==> config.mk <==
export PLATFORM = sky130hd
export DESIGN_NAME = wvrc_ctrl
export DESIGN_NICKNAME = d
export VERILOG_FILES = /design/src/sv/wvrc_pkg.sv /design/src/sv/wvrc_ctrl.sv
export SDC_FILE = /design/constraint.sdc
export NUM_CORES = 1
export LEC_CHECK = 0
export ABC_AREA = 1
export BUFFER_PORTS_ARGS = -buffer_cell sky130_fd_sc_hd__buf_4
export CAP_MARGIN = 15
export CORE_ASPECT_RATIO = 0.8
export CORE_MARGIN = 2
export CORE_UTILIZATION = 40
export CTS_BUF_LIST = sky130_fd_sc_hd__clkbuf_8 sky130_fd_sc_hd__clkbuf_16
export DETAILED_ROUTE_END_ITERATION = 10
export HOLD_SLACK_MARGIN = 0.12
export PLACE_DENSITY = 0.63
export SLEW_MARGIN = 15
export SYNTH_ARGS = -nofsm -noshare
export SYNTH_HDL_FRONTEND = slang
export SYNTH_SLANG_ARGS = --single-unit
==> constraint.sdc <==
create_clock -name clk -period 2.82 [get_ports clk]
set_input_delay 0.141 -clock clk [delete_from_list [all_inputs] [get_ports clk]]
set_output_delay 0.141 -clock clk [all_outputs]
set_load 0.01 [all_outputs]
==> src/sv/wvrc_pkg.sv <==
package wvrc_pkg;

	localparam int MAX_SEEDS_DEF  = 16;
	localparam int COORD_BITS_DEF = 24;

	localparam int IDX_W      = 4;
	localparam int WEIGHT_W   = 9;
	localparam int NOISE_W    = 16;
	localparam int REGION_W   = 5;
	localparam int COUNT_W    = 5;
	localparam int CFG_DATA_W = 16;
	localparam int CFG_IDX_W  = 1;

	// Configuration register indexes.
	localparam logic [CFG_IDX_W-1:0] CFG_SEED_COUNT = 1'b0;
	localparam logic [CFG_IDX_W-1:0] CFG_NOISE_THR  = 1'b1;

	localparam logic [COUNT_W-1:0]         SEED_COUNT_RESET = '0;
	localparam logic signed [NOISE_W-1:0]  NOISE_THR_RESET  = 16'sd6553;

	// Border test |0.5 - d1/(d1+d2)| < 0.15 as 169*s1*w2^2 > 49*s2*w1^2.
	localparam int BORDER_NEAR_K = 169;
	localparam int BORDER_FAR_K  = 49;

	// Controller to datapath.
	typedef struct packed {
		logic               write;
		logic               load_query;
		logic               rd_en;
		logic               rd_first;
		logic               rd_last;
		logic [COUNT_W-1:0] rd_addr;
		logic               border;
		logic               load_out;
	} cmd_t;

	// Datapath to controller.
	typedef struct packed {
		logic               scan_done;
		logic               out_free;
		logic [COUNT_W-1:0] count;
	} sts_t;

endpackage

==> src/sv/wvrc_ctrl.sv <==
module wvrc_ctrl
	import wvrc_pkg::*;
(
	input  logic clk,
	input  logic arst_n,
	input  logic s_tvalid,
	input  logic op,
	output logic s_tready,
	output cmd_t cmd,
	input  sts_t sts
);

	localparam logic [2:0] ST_IDLE   = 3'd0;
	localparam logic [2:0] ST_SCAN   = 3'd1;
	localparam logic [2:0] ST_WAIT   = 3'd2;
	localparam logic [2:0] ST_BORDER = 3'd3;
	localparam logic [2:0] ST_RESULT = 3'd4;

	logic [2:0]         state_q, state_d;
	logic [COUNT_W-1:0] cnt_q, cnt_d;
	logic               accept;
	logic               last_issue;

	assign s_tready   = (state_q == ST_IDLE);
	assign accept     = s_tvalid && s_tready;
	assign last_issue = (cnt_q == COUNT_W'(sts.count - COUNT_W'(1)));

	always_comb begin
		state_d        = state_q;
		cnt_d          = cnt_q;
		cmd            = '0;
		cmd.rd_addr    = cnt_q;
		cmd.write      = accept && !op;
		cmd.load_query = accept && op;
		case (state_q)
			ST_IDLE: begin
				if (accept && op) begin
					cnt_d   = '0;
					state_d = (sts.count == '0) ? ST_RESULT : ST_SCAN;
				end
			end
			ST_SCAN: begin
				cmd.rd_en    = 1'b1;
				cmd.rd_first = (cnt_q == '0);
				cmd.rd_last  = last_issue;
				cnt_d        = cnt_q + COUNT_W'(1);
				if (last_issue) begin
					state_d = ST_WAIT;
				end
			end
			ST_WAIT: begin
				if (sts.scan_done) begin
					state_d = ST_BORDER;
				end
			end
			ST_BORDER: begin
				cmd.border = 1'b1;
				state_d    = ST_RESULT;
			end
			ST_RESULT: begin
				if (sts.out_free) begin
					cmd.load_out = 1'b1;
					state_d      = ST_IDLE;
				end
			end
			default: begin
				state_d = ST_IDLE;
			end
		endcase
	end

	always_ff @(posedge clk or negedge arst_n) begin
		if (!arst_n) begin
			state_q <= ST_IDLE;
			cnt_q   <= '0;
		end else begin
			state_q <= state_d;
			cnt_q   <= cnt_d;
		end
	end

endmodule

==> summary.md <==
| Metric | Value |
|---|---|
| Outcome | finished clean |
| Clock root cell | clkbuf_8 |
| Dpl cell area | slightly below 900 µm² |
| WP data arrival | 1.40 ns |
| Synth area leader | dfrtp_1 |
| ANT cells | 0 |
| Vias in the first global route | 567 |
| Reg clk slew, reported paths | around 0.04 ns |
| Clk pwr share | around 14% |
| DR top layer | met4 |
| Post-route ant nets | 0 |
| Synth Register Bits | 8 |
| Largest net degree at the start of global routing | 9 |
| Crit path capture | cmd[7] |
| CTS Buf Count | 3 |
| Met2 WL post-DR | ~630 µm |
| Crit Reg-Reg Endpoint | state_q[0] |
| Post-synth top area share | roughly 29% |
| Cells on worst reg2reg path | 8 |
| WHS Path Cells | 4 |
| PnR worst setup slack | 1.27 ns |
| Top cells by area, synth | dfrtp_1 29%, nand2_1 15%, nand3_1 8.0%, inv_1 7.7%, nand3_2 5.8% |
| Port buffer count | 23 |
| Site row count | 13 |
| Clock tree buffer depth | 2 |
| Final WL | between 1.5 and 2 mm |
| Crit Path Max Fanout | 6 |
| DR pass1 iterations | 4 |
| Die width | 50.3 µm |
| DR vias/cell | around 4.8 |
| Max-cap violations | 0 |
| Sw frac | between 40% and 50% |
| Setup CP Type | reg2out |
| Synth unique cells | 25 |
| Starting Density | between 40% and 50% |
| Logic pwr share | 60.7% |
| # fillers | about 160 |
| Seq pwr share | 25.0% |
| Peak VDD IR | approximately 0.64 mV |
| Post-Syn Instances | between 100 and 150 |
| Flop2flop setup slack | about 1.6 ns |
| CTS-repair resized insts | 0 |
| Global-route wire length before repair | between 2 and 2.5 mm |
| Ys Warns | 0 |
| Initial antenna violation count | 0 |
| Share of cells above drive strength 1 | approximately 31% |
| Vias | between 700 and 800 |
| DRT iter0 DRCs | 15 |
| HPWL Detailed | about 1.3 mm |
| GR Overflow Total | 0 |
| Fin nets | ~150 |
| Slew Viols, Final | 0 |
| Remaining DRCs | 0 |
| Core footprint | ~1600 µm² |
| Met3 Wirelength | between 90 and 100 µm |
| Final TNS setup | 0 ns |
| Required @ worst endpoint | around 2.7 ns |
| Fin util | between 50% and 60% |
| Clock Skews | 0.000152 ns |
| Pwr Density | about 1000 nW/µm² |
| Syn Area/Cell | ~6.6 µm² |
| Worst-Margin Slew | 0.291 ns |
| Sequential-to-total area share from yosys stat | 29.2% |
| Critical Path Start Type | flip-flop |
| Final worst path period need | 1.55 ns |
| Synth Net Count | around 120 |
| Clock latency at the later pin of the worst-skew pair | roughly 0.23 ns |
| H-tree Lvls | 1 |
| Critical Path End Type | output port |
| Area Overhead vs Synth | 36.7% |
| Period Utilization, post-route | roughly 55% |
| Most common cell after layout, fill and taps aside | nand2_1 |
| Hold Crit Class | in2reg |
| GP Congestion | 0.786 |
| Synthesized area | 686 µm² |
| Overall die area | around 2100 µm² |
| WL/cell | slightly above 10 µm |
| Met1 Wirelength | around 810 µm |
| Total GRT Usage | 16.3% |
| Net Sw Power | approximately 440 µW |
| DP Worst Slack | roughly 1.4 ns |
| CTS tree | done |
| Reg2reg start | cnt_q[0] |
| P_int | 496 µW |
| Hold Vio Cnt, Final | 0 |
| Die Height | approximately 41 µm |
| Pleak | 0.519 nW |
| Most frequent cells in the layout | 27 x nand2_1, 23 x buf_4, 14 x inv_1 |
| Crit path launch | cnt_q[0] |
| Max-slew headroom | roughly four fifths |
| Non-Filler Cell Area, Final | approximately 940 µm² |
| RSZ-0062 raised after global routing | no |
| Clock Sinks | 8 |
| Ports | 24 |
| Max frequency | ~650 MHz |
| Endpoints failing setup | 0 |
-- worst min-delay path by stage --
stage | slack, ns | end | startpoint
2_1_floorplan | -0.15 | cnt_q[0] | arst_n
3_3_place_gp | -0.04 | state_q[2] | arst_n
3_5_place_dp | -0.04 | state_q[1] | arst_n
4_1_cts | 0.18 | state_q[1] | sts[6]
5_1_grt | 0.22 | state_q[1] | sts[6]
6_report | 0.19 | state_q[1] | sts[6]
-- what timing repair did --
| action | CTS | global route |
|---|---|---|
| hold buffers | 1 | 0 |
| endpoints found under the hold margin | 8 | 0 |
| setup endpoints to repair | 0 | 0 |
| setup buffers | 0 | 0 |
-- state kept, by name, summed over array words and instances (netlist names) --
name     cells
cnt_q        5
state_q      3
-- metrics by stage --
stage               power [mW]  hold slack, ns  instances
finish                   0.933           0.188        153
global route              1.02           0.216        153
CTS                      0.940           0.179        153
detailed placement       0.800         -0.0390        149
global placement         0.790         -0.0409        149
floorplan                0.596          -0.155        104
-- final cells by class --
class                      count  area, µm²  share of cell area [%]
timing repair buffer          24        183                    19.5
sequential                     8        200                    21.4
inverter                      22       85.1                    9.08
multi-input combinational     74        400                    42.7
clock buffer                   3       41.3                    4.41
tap                           22       27.5                    2.94
-- critical path, cell delays in order (launching register included) --
cell and delay (ns):
dfrtp_1 0.43, nand2_1 0.09, clkinv_1 0.05, nor2_1 0.08, nand2_1 0.09, nor2_4 0.11
nand3_2 0.09, nor2_1 0.10, buf_4 0.13
-- kinds of logic (layout without fill, tap and decap cells) --
| family | after synthesis | count (layout) | share of synthesized area, % |
|---|---|---|---|
| buffers and inverters | 22 | 49 | 12.4 |
| DFF | 8 | 8 | 29.2 |
| xor gates and xnor gates | 2 | 2 | 2.56 |
| adders and majority gates | 3 | 3 | 5.48 |
| AOI/OAI and AO/OA | 11 | 11 | 9.67 |
| and+or+nand+nor | 58 | 58 | 40.7 |
-- power groups by stage --
stage / Combinational (mW) / Sequential [mW] / Clock, mW
6_report: 0.566 / 0.233 / 0.134
5_1_grt: 0.637 / 0.243 / 0.141
4_1_cts: 0.570 / 0.233 / 0.137
3_5_place_dp: 0.566 / 0.234 / 0
3_3_place_gp: 0.556 / 0.234 / 0
2_1_floorplan: 0.360 / 0.236 / 0
-- cell usage after synthesis --
cell      count
xnor2_1       1
nand2_2       1
o32ai_1       1
nand2_1      27
xor2_1        1
inv_1        14
o31ai_1       1
inv_4         1
a21boi_0      1
nor4_1        1
a21oi_1       2
nor2_1        8
clkinv_1      1
nor2_4        1
nand3_2       4
nand3_1      11
o21ai_1       3
ha_1          3
inv_2         6
dfrtp_1       8
nor3_1        2
nand4_1       1
o21ai_0       1
nor2_2        2
o22ai_1       2
-- per-layer routing --
layer	vias up	global-route usage, %
met5	-	0
met4	0	8.11
met3	2	3.28
met2	17	23.0
met1	323	23.7
li1	388	-
Power figures use the tool's default switching activity.
